--- src/sv/h2r_pkg.sv ---
package h2r_pkg;

    // LEDs on the strip; indexes at or above this get index_ok low
    localparam int unsigned LED_COUNT = 64;

    // Fixed-point scale: 960 hue steps per sector, 255 for full intensity
    localparam int unsigned SECTOR_SPAN   = 960;
    localparam int unsigned FULL_SCALE    = 255;
    localparam int unsigned SCALE_PRODUCT = FULL_SCALE * SECTOR_SPAN;
    localparam int unsigned SECTOR_COUNT  = 6;

    // Division by 244800 = 64 * 3825: shift by 6, then reciprocal multiply.
    // z * RECIP_3825 >> 32 is exact for z below 2^32 / 2804.
    localparam int unsigned PRE_SHIFT   = 6;
    localparam int unsigned RECIP_SHIFT = 32;
    localparam logic [20:0] RECIP_3825  = 21'd1122868;

    // Clock edges from an accepted transaction to the result strobe
    localparam int unsigned LATENCY = 5;

    // Hue sector, 60 degrees each
    typedef enum logic [2:0] {
        SECT_RED_YELLOW,
        SECT_YELLOW_GREEN,
        SECT_GREEN_CYAN,
        SECT_CYAN_BLUE,
        SECT_BLUE_MAGENTA,
        SECT_MAGENTA_RED
    } sector_t;

    typedef struct packed {
        logic [15:0] pixel_index;
        logic [12:0] hue;
        logic [7:0]  saturation;
        logic [7:0]  brightness;
    } pixel_in_t;

    typedef struct packed {
        logic [15:0] pixel_tag;
        logic        index_ok;
        logic [7:0]  red;
        logic [7:0]  green;
        logic [7:0]  blue;
    } pixel_out_t;

endpackage

--- src/sv/hsv_to_rgb_converter.sv ---
// Channel   Ports                  Transaction
// --------  ---------------------  ----------------------------------------
// input     start, busy, item      taken at a clock edge with start && !busy
// output    done, result           shown one cycle, taken at the edge ending it
//
// Five-stage pipeline: sector split, s*frac products, v*x products,
// constant division, sector mux. One pixel per clock; the products of
// stages 2 and 3 set the depth.
// busy stays low: the pipeline never holds, since the receiver takes every
// result. Reset (rst_n, async) clears the valid bits only; no clearing pass.
module hsv_to_rgb_converter (
    input  logic                  clk,
    input  logic                  rst_n,
    input  logic                  start,
    output logic                  busy,
    input  h2r_pkg::pixel_in_t    item,
    output logic                  done,
    output h2r_pkg::pixel_out_t   result
);
    import h2r_pkg::*;

    // Stage 1: sector and fraction of the hue
    logic        vld1_reg;
    sector_t     sect1_reg;
    logic [9:0]  frac1_reg;
    logic [7:0]  sat1_reg;
    logic [7:0]  bri1_reg;
    logic [15:0] tag1_reg;
    logic        ok1_reg;

    // Stage 2: saturation products
    logic        vld2_reg;
    sector_t     sect2_reg;
    logic [17:0] sf2_reg;
    logic [17:0] sg2_reg;
    logic [15:0] pp2_reg;
    logic [7:0]  bri2_reg;
    logic [15:0] tag2_reg;
    logic        ok2_reg;

    // Stage 3: brightness products, p done
    logic        vld3_reg;
    sector_t     sect3_reg;
    logic [25:0] yq3_reg;
    logic [25:0] yt3_reg;
    logic [7:0]  p3_reg;
    logic [7:0]  bri3_reg;
    logic [15:0] tag3_reg;
    logic        ok3_reg;

    // Stage 4: q and t after the constant division
    logic        vld4_reg;
    sector_t     sect4_reg;
    logic [7:0]  q4_reg;
    logic [7:0]  t4_reg;
    logic [7:0]  p4_reg;
    logic [7:0]  bri4_reg;
    logic [15:0] tag4_reg;
    logic        ok4_reg;

    // Output register
    logic        done_reg;
    pixel_out_t  result_reg;
    pixel_out_t  result_next;

    logic        accept;
    logic [3:0]  quo1;
    logic [3:0]  sect_num1;
    logic [12:0] frac_full1;
    sector_t     sect1_next;
    logic [16:0] p_sum3;
    logic [25:0] yq3_next;
    logic [25:0] yt3_next;
    logic [19:0] zq4;
    logic [19:0] zt4;
    logic [40:0] mq4;
    logic [40:0] mt4;

    assign busy   = 1'b0;
    assign accept = start && !busy;

    // Hue / 960 by constant compares, at most eight steps
    always_comb
    begin
        quo1 = 4'd0;
        for (int k = 1; k <= 8; k++)
        begin
            if (item.hue >= 13'(k * SECTOR_SPAN))
            begin
                quo1 = 4'(k);
            end
        end
        frac_full1 = item.hue - 13'(quo1 * 4'd15 * 13'd64);
        sect_num1  = (quo1 >= 4'(SECTOR_COUNT)) ? quo1 - 4'(SECTOR_COUNT) : quo1;
        sect1_next = sector_t'(sect_num1[2:0]);
    end

    // Valid bits
    always_ff @(posedge clk or negedge rst_n)
    begin
        if (!rst_n)
        begin
            vld1_reg <= 1'b0;
            vld2_reg <= 1'b0;
            vld3_reg <= 1'b0;
            vld4_reg <= 1'b0;
            done_reg <= 1'b0;
        end
        else
        begin
            vld1_reg <= accept;
            vld2_reg <= vld1_reg;
            vld3_reg <= vld2_reg;
            vld4_reg <= vld3_reg;
            done_reg <= vld4_reg;
        end
    end

    // Stage 1 payload
    always_ff @(posedge clk)
    begin
        if (accept)
        begin
            sect1_reg <= sect1_next;
            frac1_reg <= frac_full1[9:0];
            sat1_reg  <= item.saturation;
            bri1_reg  <= item.brightness;
            tag1_reg  <= item.pixel_index;
            ok1_reg   <= (item.pixel_index < 16'(LED_COUNT));
        end
    end

    // Stage 2: s*frac, s*(960-frac), v*(255-s)
    always_ff @(posedge clk)
    begin
        if (vld1_reg)
        begin
            sect2_reg <= sect1_reg;
            sf2_reg   <= 18'(sat1_reg) * 18'(frac1_reg);
            sg2_reg   <= 18'(sat1_reg) * 18'(10'(SECTOR_SPAN) - frac1_reg);
            pp2_reg   <= 16'(bri1_reg) * 16'(8'(FULL_SCALE) - sat1_reg);
            bri2_reg  <= bri1_reg;
            tag2_reg  <= tag1_reg;
            ok2_reg   <= ok1_reg;
        end
    end

    // Stage 3: v*(244800-x) and p = floor(x/255) for x below 65280
    assign yq3_next = 26'(bri2_reg) * 26'(18'(SCALE_PRODUCT) - sf2_reg);
    assign yt3_next = 26'(bri2_reg) * 26'(18'(SCALE_PRODUCT) - sg2_reg);
    assign p_sum3   = 17'(pp2_reg) + 17'(pp2_reg[15:8]) + 17'd1;

    always_ff @(posedge clk)
    begin
        if (vld2_reg)
        begin
            sect3_reg <= sect2_reg;
            yq3_reg   <= yq3_next;
            yt3_reg   <= yt3_next;
            p3_reg    <= p_sum3[15:8];
            bri3_reg  <= bri2_reg;
            tag3_reg  <= tag2_reg;
            ok3_reg   <= ok2_reg;
        end
    end

    // Stage 4: divide by 244800 via shift and reciprocal of 3825
    assign zq4 = yq3_reg[25:PRE_SHIFT];
    assign zt4 = yt3_reg[25:PRE_SHIFT];
    assign mq4 = 41'(zq4) * 41'(RECIP_3825);
    assign mt4 = 41'(zt4) * 41'(RECIP_3825);

    always_ff @(posedge clk)
    begin
        if (vld3_reg)
        begin
            sect4_reg <= sect3_reg;
            q4_reg    <= mq4[RECIP_SHIFT +: 8];
            t4_reg    <= mt4[RECIP_SHIFT +: 8];
            p4_reg    <= p3_reg;
            bri4_reg  <= bri3_reg;
            tag4_reg  <= tag3_reg;
            ok4_reg   <= ok3_reg;
        end
    end

    // Stage 5: six-sector channel assignment
    always_comb
    begin
        result_next.pixel_tag = tag4_reg;
        result_next.index_ok  = ok4_reg;
        case (sect4_reg)
            SECT_RED_YELLOW:
            begin
                result_next.red   = bri4_reg;
                result_next.green = t4_reg;
                result_next.blue  = p4_reg;
            end
            SECT_YELLOW_GREEN:
            begin
                result_next.red   = q4_reg;
                result_next.green = bri4_reg;
                result_next.blue  = p4_reg;
            end
            SECT_GREEN_CYAN:
            begin
                result_next.red   = p4_reg;
                result_next.green = bri4_reg;
                result_next.blue  = t4_reg;
            end
            SECT_CYAN_BLUE:
            begin
                result_next.red   = p4_reg;
                result_next.green = q4_reg;
                result_next.blue  = bri4_reg;
            end
            SECT_BLUE_MAGENTA:
            begin
                result_next.red   = t4_reg;
                result_next.green = p4_reg;
                result_next.blue  = bri4_reg;
            end
            default:
            begin
                result_next.red   = bri4_reg;
                result_next.green = p4_reg;
                result_next.blue  = q4_reg;
            end
        endcase
    end

    always_ff @(posedge clk)
    begin
        if (vld4_reg)
        begin
            result_reg <= result_next;
        end
    end

    assign done   = done_reg;
    assign result = result_reg;

endmodule

--- config.mk ---
export PLATFORM = sky130hd
export DESIGN_NAME = hsv_to_rgb_converter
export DESIGN_NICKNAME = d
export VERILOG_FILES = /design/src/sv/h2r_pkg.sv /design/src/sv/hsv_to_rgb_converter.sv
export SDC_FILE = /design/constraint.sdc
export NUM_CORES = 2
export LEC_CHECK = 0
export BUFFER_PORTS_ARGS = -buffer_cell sky130_fd_sc_hd__buf_2
export CAP_MARGIN = 15
export CORE_ASPECT_RATIO = 1.2
export CORE_MARGIN = 8
export CORE_UTILIZATION = 25
export DETAILED_ROUTE_END_ITERATION = 6
export SYNTH_ARGS = -nofsm -noshare
export SYNTH_HDL_FRONTEND = slang
export SYNTH_SLANG_ARGS = --single-unit
--- constraint.sdc ---
create_clock -name clk -period 8.9 [get_ports clk]
set_input_delay 1.335 -clock clk [delete_from_list [all_inputs] [get_ports clk]]
set_output_delay 1.335 -clock clk [all_outputs]
set_load 0.01 [all_outputs]
; ---- Word level (Yosys, flattened, before mapping)
; Index checks and enable logic that the tools add are counted.
[word_totals]
register_bits = 312
inputBits = 48
out_inout_bits = 43
word_cells = 78
[classes]
add_sub_neg = 8
n_mul = 8
magnitude_cmp = 10
eq_ne = 4
mux = 10
reduce_logical = 1
[ops]
columns = op, n
row1 = $pmux W24 S5, 1
row2 = $mul A20 B19 Y38 const B, 2
row3 = $ge A13 B13 Y1 const B, 4
row4 = $mul A9 B19 Y26, 2
row5 = $sub A18 B18 Y19 const A, 2
row6 = $ge A13 B12 Y1 const B, 2
row7 = $mul A8 B10 Y18, 1
row8 = $mul A9 B11 Y18, 1
row9 = $add A16 B1 Y16 const B, 1
row10 = $add A16 B8 Y16, 1
row11 = $lt A16 B7 Y1 const B, 1
row12 = $mul A9 B9 Y16, 1
row13 = $mux W4, 4
row14 = $ge A13 B10 Y1 const B, 1
row15 = $ge A13 B11 Y1 const B, 1
row16 = $sub A10 B10 Y11 const A, 1
row17 = $sub A10 B10 Y10, 1
row18 = $sub A8 B8 Y9 const A, 1
row19 = $eq A3 B2 Y1 const B, 2
row20 = $mux W3, 2
row21 = $ge A4 B3 Y1 const B, 1
row22 = $mul A4 B1 Y4 const B, 1
row23 = $mux W2, 2
row24 = $eq A3 B1 Y1 const B, 1
row25 = 4 further kinds, 4

; ---- Longest topological paths before layout
[depth]
ltp_word = 11
ltp_mapped = 25
mapped_depth_nobuf = 24

; ---- Least setup slack after synthesis
; No wires, ideal clock.
[synth_path]
path_kind = register to register
from = reg sf2_reg[0] (netlist name)
to = reg yt3_reg[23], data pin
setup_time_ns = 0.261
arrival_ns = 5.969
t_required_ns = 8.639
slack_ns = 2.671
stages_incl_launch_ff = 25
path_buffers = 1
period_less_slack_ns = 6.229
cell_sequence = edfxtp_1 > clkbuf_1 > inv_1 > ha_1 > or3b_4 > or3_1 > a21oi_1 > xnor2_1 > nand2_1 > fa_1 > inv_1 > fa_1 > fa_1 > inv_1 > fa_1 > inv_1 > ha_1 > a21o_1 > a21o_1 > or3_1 > a41oi_2 > o21a_1 > and3b_1 > o21ai_0 > a21oi_1
[synth_lines]
columns = element, line_no
row1 = "end signal, assigned", hsv_to_rgb_converter.sv:159  ; yt3_reg <= yt3_next;
row2 = "end, declared", hsv_to_rgb_converter.sv:45  ; logic [25:0] yt3_reg;

; ---- Worst setup path after layout
[layout_path]
from = reg sf2_reg[0]
to = reg yq3_reg[24], data pin
[layout_between]
elab_chain_cells = 2
[layout_rtl]
columns = element, line_no
row1 = "start, declared", hsv_to_rgb_converter.sv:34  ; logic [17:0] sf2_reg;
row2 = "start signal, assigned", hsv_to_rgb_converter.sv:139  ; sf2_reg <= 18'(sat1_reg) * 18'(frac1_reg);
row3 = $sub A18 B18 Y19, hsv_to_rgb_converter.sv:149  ; assign yq3_next = 26'(bri2_reg) * 26'(18'(SCALE_PRODUCT) - sf2_reg);
row4 = $mul A9 B19 Y26, hsv_to_rgb_converter.sv:149
row5 = net yq3_next[24], hsv_to_rgb_converter.sv:72  ; logic [25:0] yq3_next;
row6 = "end signal, assigned", hsv_to_rgb_converter.sv:158  ; yq3_reg <= yq3_next;
row7 = "end, declared", hsv_to_rgb_converter.sv:44  ; logic [25:0] yq3_reg;
; The timed path passes the listed nets, and every way through them passes these cells.
; A chain may end at the register's enable or synchronous reset.

==> results by group <==
Global routing
  • Grt total ovfl: 0
  • Vias in the first global route: between 20,000 and 30,000
  • GRT Total Usage: about a tenth
  • First-pass GRT wire length: around 140,000 um
  • Initial antenna violation count: 5
  • Largest net degree at the start of global routing: 68

Clock tree
  • CTS root buf: clkbuf_16
  • CTS max path bufs: 3
  • CTS resizes: 0
  • CTS tree: built
  • Clk sinks: 299
  • CTS H-tree lvls: 2
  • Num CTS Buffers: 35
  • Cts hold-fix bufs: 0
  • Clk_lat worst skew: 0.61 ns
  • Postcts setup bufs: 0
  • Clock-pin slew on the worst setup and hold paths: 0.06 ns

Route
  • Drt first-iter violations: 1,064
  • Vias: approximately 25,000
  • Vias per cell: approximately 4.2
  • Residual DRC: 0
  • Detailed Routing Iterations Pass 1: 5
  • Routed wire length: roughly 81,000 um
  • Final ANT Viol Nets: 0
  • WL/cell: 13.89 um

Logic synthesis
  • Post-synthesis compound-gate area fraction: 5.755%
  • Simple-Gate Fraction of Synth Area: 11.46%
  • Synth Area in XOR/XNOR: around 3.5%
  • Avg Cell Area, Syn: roughly 10 um^2
  • Mux contribution to synthesized area: 0.9150%
  • Main combinational cell family by area after synthesis: adder cells
  • Top cell type's share of synthesized area: between 20% and 30%
  • Post-synth EDFFs: between 200 and 300
  • Mapped Nets: 4,855
  • Syn Inst Count: between 3,000 and 4,000
  • Ys async rst share: 1.672%
  • Unique masters post-synth: 89
  • Post-synth top flop: edfxtp_1
  • Synth Cell Area: 38,290 um^2
  • Synth area leaders: fa_1 (27%), edfxtp_1 (23%), ha_1 (18%)
  • Post-Synth Adder-Cell Area: 44.87%
  • Yosys warnings: 0
  • Seq/Total Area, Yosys: between 20% and 30%
  • Yosys top cell by area: fa_1
  • Synthesized flop and latch total: 299

Run
  • Max cap viols: 0

Placed design
  • HPWL after detailed placement: 65,790 um
  • Routability cong.: 0.8067
  • Number of port buffers: 89

Outcome
  • Outcome: finished clean

Min path
  • Hold Startpoint: tag1_reg[11]
  • Hold Path Class: register to register

Floorplan
  • Initial Utilization: 25.12%
  • # IOs: just over 90
  • Core area: 152,400 um^2
  • Row count: ~160
  • Die Span Y: 444.7 um
  • Chip width: approximately 370 um
  • Die ar.: 166,000 um^2

STA
  • Fin. max-slew vios: 0
  • Final Hold Violating Endpoints: 0
  • Peak Freq: 0.1474 GHz
  • Slew @ Worst Pin: 1.101 ns
  • Final cycle utilization of the critical path: 76.20%
  • Max transition margin: 26.05%
  • TNS Setup: 0 ns
  • Skew final: between 0.06 and 0.07 ns
  • Endpoints failing setup: 0
  • Post-layout min period: 6.782 ns
  • RSZ-0062 raised after global routing: no

Finish
  • Area Growth Syn to Fin: 10.15%
  • Multi-input gate area: about 25,000 um^2
  • Largest register FFs: 41
  • Total Nets Final: between 4,000 and 5,000
  • Most common cell after layout, fill and taps aside: inv_1
  • Layout cell share with drive strength beyond 1: ~5.5%
  • Filler cells: 15,980
  • Commonest non-fill, non-tap cells in the layout: inv_1 (934), ha_1 (545), fa_1 (517), edfxtp_1 (294), nand2_1 (287)
  • Seq. cell area: 8964 um^2

Worst setup path
  • Worst r2r src: sf2_reg[0]
  • Critical Path Start: sf2_reg[0]
  • WP data required: 9.23 ns
  • Crit path DAT: approximately 7 ns
  • WS Path Type: register to register
  • Crit path capture type: register
  • Crit-path max FO: 12
  • Worst setup SP type: register
[routing by layer]
layer | vias to the layer above | global-route usage, % | wire length [um]
li1 | 11910 | - | -
met1 | 12150 | 12.30 | 36180
met2 | 367 | 17.73 | 39910
met3 | 111 | 0.9246 | 2539
met4 | 0 | 2.887 | 2132
met5 | - | 0 | 0
[path summary, 6_finish.rpt]
kind                            slack (ns)      endpoint  depth (start not counted)
worst max-delay path                  2.12   yq3_reg[24]                         24
worst min-delay path                  0.41  tag2_reg[11]                          0
worst max register to register        2.12   yq3_reg[24]                         24
worst min register to register        0.41  tag2_reg[11]                          0
max in group asynchronous             8.13      vld1_reg                          1
min in group asynchronous             0.60      vld2_reg                          1
[logic make-up (layout without fill, tap and decap cells)]
logic type	after synthesis	in the layout
buffers and inverters	1025	1106
multiplexers	34	34
flip-flops	299	299
AND/OR/NAND/NOR	860	860
other	1	3
adder cells (fa/ha/maj)	1063	1063
XOR/XNOR	151	151
AO/OA/AOI/OAI	312	312
[through the flow]
stage	instance area (um^2)	hold slack (ns)	instances	util, %	setup WS (ns)
6_report	42170	0.4121	5815	27.67	2.118
5_1_grt	42170	0.4238	5813	27.66	1.532
4_1_cts	42170	0.4071	5813	27.66	2.077
3_5_place_dp	41040	0.4045	5752	26.92	2.104
3_3_place_gp	41040	0.4005	5752	26.92	2.265
2_1_floorplan	38290	0.4003	3745	-	2.671
[worst max-delay path, stage by stage (launching register included)]
cell	delay (ns)
edfxtp_1	0.59
inv_1	0.12
ha_1	0.27
nand2b_1	0.10
o21ai_0	0.16
a21boi_0	0.30
nand4_1	0.22
xnor2_1	0.58
nand2_1	0.17
fa_1	0.57
inv_1	0.06
fa_1	0.48
fa_1	0.55
inv_1	0.05
fa_1	0.47
inv_1	0.04
ha_1	0.33
a211oi_1	0.25
and3_1	0.20
o211ai_2	0.11
nand3_1	0.12
a31oi_1	0.14
a41o_1	0.31
o31ai_1	0.24
xnor2_1	0.09
[area by class of cell]
cell class	instances	area share, %
multi-input cells	2421	60.41
flip-flops and latches	299	21.26
diodes	2	0.01187
inverters	934	8.313
clock buffers	40	2.121
repair buffers	111	1.448
clock inverters	21	0.5459
well taps	1987	5.895
[Yosys cell counts (12+ instances only)]
master      n
inv_1     934
ha_1      545
fa_1      517
edfxtp_1  294
nand2_1   287
and2_1    228
nor2_1    104
xnor2_1   100
a21oi_1    93
clkbuf_1   80
nor2b_1    53
o21ai_0    52
xor2_1     47
nand2b_1   41
nand3_1    34
mux2i_1    26
nor3_1     26
a21o_1     25
o21a_1     19
or3_1      15
and3_1     14
nand4_1    12
Power is not shown: default switching activity piles up to over one toggle a cycle in this logic, so the estimate is an artifact.
